File: src/rtl/core/cds_pkg.sv
// shared types and sequencer states for the diophantine solution counter
package cds_pkg;

	typedef struct packed {
		logic signed [31:0] coef_a;
		logic signed [31:0] coef_b;
		logic signed [31:0] coef_c;
		logic signed [31:0] x_lo;
		logic signed [31:0] x_hi;
		logic signed [31:0] y_lo;
		logic signed [31:0] y_hi;
	} cds_in_t;

	typedef struct packed {
		logic [63:0] solution_count;
		logic [31:0] gcd_value;
		logic        solvable;
	} cds_out_t;

	typedef enum logic [4:0] {
		S_IDLE,
		S_CASE,
		S_AREA,
		S_AREA2,
		S_AXDIV,
		S_EDIV,
		S_EMS,
		S_ES,
		S_EMT,
		S_ET,
		S_CDIV,
		S_MX,
		S_MY,
		S_DA,
		S_DB,
		S_K1,
		S_K2,
		S_K3,
		S_K4,
		S_FIN,
		S_OUT
	} cds_state_t;

	localparam int DivSteps = 64;

endpackage

File: src/rtl/core/cds_div.sv
// serial restoring divider: signed 64-bit dividend by positive 33-bit divisor, C truncation
module cds_div import cds_pkg::*; (
	input  logic               clk,
	input  logic               arst_n,
	input  logic               start,
	input  logic signed [63:0] n,
	input  logic        [32:0] d,
	output logic               done,
	output logic signed [63:0] q,
	output logic signed [63:0] r
);

	logic        busy_q;
	logic        done_q;
	logic [6:0]  cnt_q;
	logic [63:0] nq_q;
	logic [32:0] rem_q;
	logic [32:0] d_q;
	logic        sn_q;
	logic [33:0] trial;
	logic        fits;

	assign trial = {rem_q, nq_q[63]};
	assign fits  = trial >= {1'b0, d_q};

	always_ff @(posedge clk or negedge arst_n) begin
		if (!arst_n) begin
			busy_q <= 1'b0;
			done_q <= 1'b0;
			cnt_q  <= '0;
		end else begin
			done_q <= 1'b0;
			if (start) begin
				busy_q <= 1'b1;
				cnt_q  <= 7'(DivSteps);
			end else if (busy_q) begin
				cnt_q <= cnt_q - 7'd1;
				if (cnt_q == 7'd1) begin
					busy_q <= 1'b0;
					done_q <= 1'b1;
				end
			end
		end
	end

	always_ff @(posedge clk) begin
		if (start) begin
			nq_q  <= n[63] ? 64'(-n) : 64'(n);
			sn_q  <= n[63];
			d_q   <= d;
			rem_q <= '0;
		end else if (busy_q) begin
			// quotient bits shift in where dividend bits leave
			rem_q <= fits ? 33'(trial - {1'b0, d_q}) : trial[32:0];
			nq_q  <= {nq_q[62:0], fits};
		end
	end

	assign done = done_q;
	assign q    = sn_q ? -$signed(nq_q) : $signed(nq_q);
	assign r    = sn_q ? -$signed({31'd0, rem_q}) : $signed({31'd0, rem_q});

endmodule

File: config.mk
export PLATFORM = sky130hd
export DESIGN_NAME = cds_div
export DESIGN_NICKNAME = d
export VERILOG_FILES = /design/src/rtl/core/cds_pkg.sv /design/src/rtl/core/cds_div.sv
export SDC_FILE = /design/constraint.sdc
export NUM_CORES = 1
export LEC_CHECK = 0
export ABC_AREA = 1
export BUFFER_PORTS_ARGS = -buffer_cell sky130_fd_sc_hd__buf_4
export CORE_MARGIN = 8
export CORE_UTILIZATION = 60
export CTS_CLUSTER_DIAMETER = 60
export DETAILED_ROUTE_END_ITERATION = 8
export PLACE_DENSITY_LB_ADDON = 0.1
export SLEW_MARGIN = 5
export SYNTH_ARGS = -nofsm -noshare
export SYNTH_HDL_FRONTEND = slang
export SYNTH_SLANG_ARGS = --single-unit
File: constraint.sdc
create_clock -name clk -period 8.3 [get_ports clk]
set_input_delay 0.83 -clock clk [delete_from_list [all_inputs] [get_ports clk]]
set_output_delay 0.83 -clock clk [all_outputs]
set_load 0.1 [all_outputs]
Word-level counts from Yosys, hierarchy flattened
Index checks and enable logic that the tools add are counted. W data, S select, Z words.

Bits in registers: 140. Bits of input ports: 100. Word-level logic and storage cells: 29. Output and inout bits: 129.

Multiplexer cells: 14. Reduce and logical (&&, ||, !) cells: 1. Magnitude comparators: 1. Eq/ne operators: 1. Add/sub/neg operators: 5.

Operator list (count): $mux W64 (5); $neg A64 Y64 (2); $neg A33 Y64 (1); $ge A34 B33 Y1 (1); $mux W33 (1); $sub A33 B33 Y33 (1); $mux W7 (2); $eq A7 B1 Y1 const B (1); $sub A7 B1 Y7 const B (1); $mux W1 (6); $reduce_bool A2 Y1 (1).

Depth between registers and ports, before layout
Word-level depth: 4. Depth in mapped cells: 17. Depth with buffers taken out: 16.

Worst setup path after synthesis
Ideal clock, no wire load.

Kind: flip-flop to output port. Start: register rem_q[0]. End: output r[30]. Path slack: 4.088 ns. Cell stages (with the launch flop): 9. Buffers on the path: 0. Data required time: 7.470 ns. Arrival: 3.382 ns. Cell sequence: dfxtp_1 > inv_1 > ha_1 > inv_1 > nor2_1 > nand2_1 > nor2_1 > xor2_1 > o21ai_0.

Cells in the longest elaborated chain, start to end: 2.

Ends and longest elaborated chain: from (decl) (RTL line cds_div.sv:17) `logic [32:0] rem_q;`; from (signal assigned) (RTL line cds_div.sv:54) `rem_q <= fits ? 33'(trial - {1'b0, d_q}) : trial[32:0];`; $neg A33 Y64 (RTL line cds_div.sv:61) `assign r = sn_q ? -$signed({31'd0, rem_q}) : $signed({31'd0, rem_q});`; $mux W64 (RTL line cds_div.sv:61); to (decl) (RTL line cds_div.sv:10) `output logic signed [63:0] r`.

Every way passes these cells.

Final worst setup path
Start: register sn_q. End: output q[30].

Cells in the longest elaborated chain, start to end: 1.

Ends and longest elaborated chain: from (decl) (RTL line cds_div.sv:19) `logic sn_q;`; from (signal assigned) (RTL line cds_div.sv:49) `sn_q <= n[63];`; $mux W64 (RTL line cds_div.sv:60) `assign q = sn_q ? -$signed(nq_q) : $signed(nq_q);`; to (decl) (RTL line cds_div.sv:9) `output logic signed [63:0] q,`.

Every way passes these cells.

==> run metrics <==
status finished clean; Comb power frac 68.1%; Post-CTS Setup Bufs 0; Ys Warns 0; Slew @ Worst Pin approximately 1.1 ns; Sw Share around 61%; synth top area cells edfxtp_1 (21%), nand2_1 (20%), inv_1 (8.6%); RSZ-0062 raised after global routing no; period utilisation layout approximately 50%; CTS H-tree depth 4; top-count cell post-synth nand2_1; core area ~0.023 mm2; initial drt markers 1,785; DIE HEIGHT between 150 and 200 um; Num CTS Buffers 17; Avg Cell Area, Syn approximately 6.1 um2; MaxCap Viol Count 0; Worst Clk Skew 0.0105 ns; Net Sw Power ~3600 uW; first-pass GRT wire length roughly 82,000 um; Final setup viols 0; final WL 52,300 um; Site Rows 56; CTS clk-pin slew, worst paths 0.08 ns; Worst Setup End Kind primary output; Fmax achieved 236 MHz; CP max FO 84; cell taking the most area after synthesis edfxtp_1; peak supply drop about 0.46 mV; routability cong. between 1 and 1.5; Post-Synthesis Cells between 2,000 and 2,500; Synth top cells by count nand2_1 (751), inv_1 (320), nor2_1 (283); Hold Buf Count CTS 0; vias in the first global route around 16,000; setup TNS 0 ns; max-slew violations 0; post-route ant nets 0; Post-Layout Cell Count between 2,000 and 3,000; PwrDens 359 mW/mm2; DP Cell Count approximately 2,800; total grt overflow 0; IO Count 229; area grow syn2layout 17.5%; leakage 0.00825 uW; flops & latches, synth 140; post-synthesis sequential area ratio a little over a quarter; Synth cell types 47; Synth Flop Type edfxtp_1; CTS sink cnt 140; Resize count post-CTS 0; layout cell share with drive strength beyond 1 between 10% and 20%; die area around 0.028 mm2; largest net degree at the start of global routing 85; Required @ worst endpoint approximately 7.5 ns; Avg WL per Cell between 15 and 20 um; Vias 16,100; number of enable flip-flop cells after synthesis just under 100; Hold Crit Class in -> async; hold_ws approximately 0.19 ns; CTS tree built; PortBufs between 200 and 250; Nets about 2,600; initial antenna violation count 0; ANT cells 0; first-pass detailed-route iteration total 7; multi-input logic area 0.00857 mm2; worst skew pair latency roughly 0.45 ns; Crit Path Category reg -> out; DP HPWL ~41,000 um; Worst setup SP type flop; Flop pwr share roughly 18%; max_slew headroom 25.6%; clock share of power 13.9%; DRC Markers 0; Die W about 170 um; Internal Power 2280 uW; all-layer global routing usage 36.7%; Via density 5.80; CP Data Arrival Time between 3 and 4 ns; Async S/R FF share, synth under 10%; Mapped Area between 0.01 and 0.015 mm2; Post-Syn Nets 2,427; Tmin final roughly 4.2 ns; fillers 2,065; clock tree buffer depth 2; post-synth top area share 21.1%; Hold Fails Final Rpt 0; Starting Density around three fifths; register area ~0.0038 mm2; root buffer cell clkbuf_16
## flip-flops by register name, summed over array words and instances (netlist names)
| name | cells |
|---|---|
| busy_q | 1 |
| cnt_q | 7 |
| d_q | 33 |
| done | 1 |
| nq_q | 64 |
| rem_q | 33 |
| sn_q | 1 |
## kinds of logic (layout without fill, tap and decap cells)
kind of cell | after synthesis | count (layout) | synth area share, %
and+or+nand+nor | 1378 | 1378 | 41.9
adders and majority gates | 39 | 39 | 3.55
xor gates and xnor gates | 126 | 126 | 7.91
AOI/OAI and AO/OA | 207 | 207 | 8.06
DFF | 140 | 140 | 27.4
buffers and inverters | 398 | 602 | 11.2
## power by group through the flow
| stage | Clock (uW) | Combinational [uW] | Sequential [uW] |
|---|---|---|---|
| after floorplan | 0 | 3100 | 1010 |
| after global routing | 840 | 4260 | 1080 |
| after global placement | 0 | 3890 | 1060 |
| final | 822 | 4010 | 1060 |
| after detailed placement | 0 | 3930 | 1060 |
| after CTS | 812 | 3950 | 1050 |
## metrics by stage
stage                     instance area, um2  power, uW  setup slack (ns)  utilization, %
final                                  16400       5890              4.06            71.0
after global routing                   16400       6180              3.91            71.0
after CTS                              16400       5810              4.29            71.0
after detailed placement               15800       4990              4.82            68.3
after global placement                 15800       4940              4.87            68.3
after floorplan                        14000       4110              4.09               -
## final timing paths
check                                         to                  start  cells past startpoint  slack, ns
max reg2reg                    nq_q[0]$_DFFE_PP_     nq_q[63]$_DFFE_PP_                     12       5.27
min in group clk           rem_q[1]$_SDFFE_PP0P_  rem_q[1]$_SDFFE_PP0P_                      2       0.49
max                                        q[30]         sn_q$_DFFE_PP_                      5       4.06
min                               done$_DFF_PN0_                 arst_n                      1       0.19
max in group asynchronous       busy_q$_DFF_PN0_                 arst_n                      1       7.96
min reg2reg                rem_q[1]$_SDFFE_PP0P_  rem_q[1]$_SDFFE_PP0P_                      2       0.49
## cell usage in the layout, fill, tap and decap left out, drive strengths merged, types with 4 or more instances in the layout
cell type and instances:
a21oi 37, a31oi 24, and2 7, buf 236, clkbuf 17, clkinv 8, dfrtp 9, dfxtp 33
edfxtp 98, ha 38, inv 340, nand2 768, nand3 214, nand3b 8, nand4 48, nor2 298
nor3 23, nor4 7, o211ai 4, o21ai 128, o21bai 7, o31ai 4, xnor2 23, xor2 103
## per-layer routing
layer / GRT usage, % / routed length [um]
met1: 42.5 / 19300
met5: 0 / 0
met2: 61.2 / 24500
met3: 6.83 / 4570
met4: 25.3 / 3900
## layout make-up
class	instances	area share [%]
timing repair buffer	236	10.8
sequential	140	23.3
multi-input combinational	1750	52.3
tap	290	2.21
inverter	334	7.64
clock inverter	15	1.16
clock buffer	17	2.59
## worst max-delay path, cell delays in order (launching register included)
cell and delay (ns):
edfxtp_1 0.33, buf_4 0.68, inv_2 0.67, a21oi_1 0.36
xor2_1 0.49, buf_4 0.39
(Power assumes the default switching activity.)
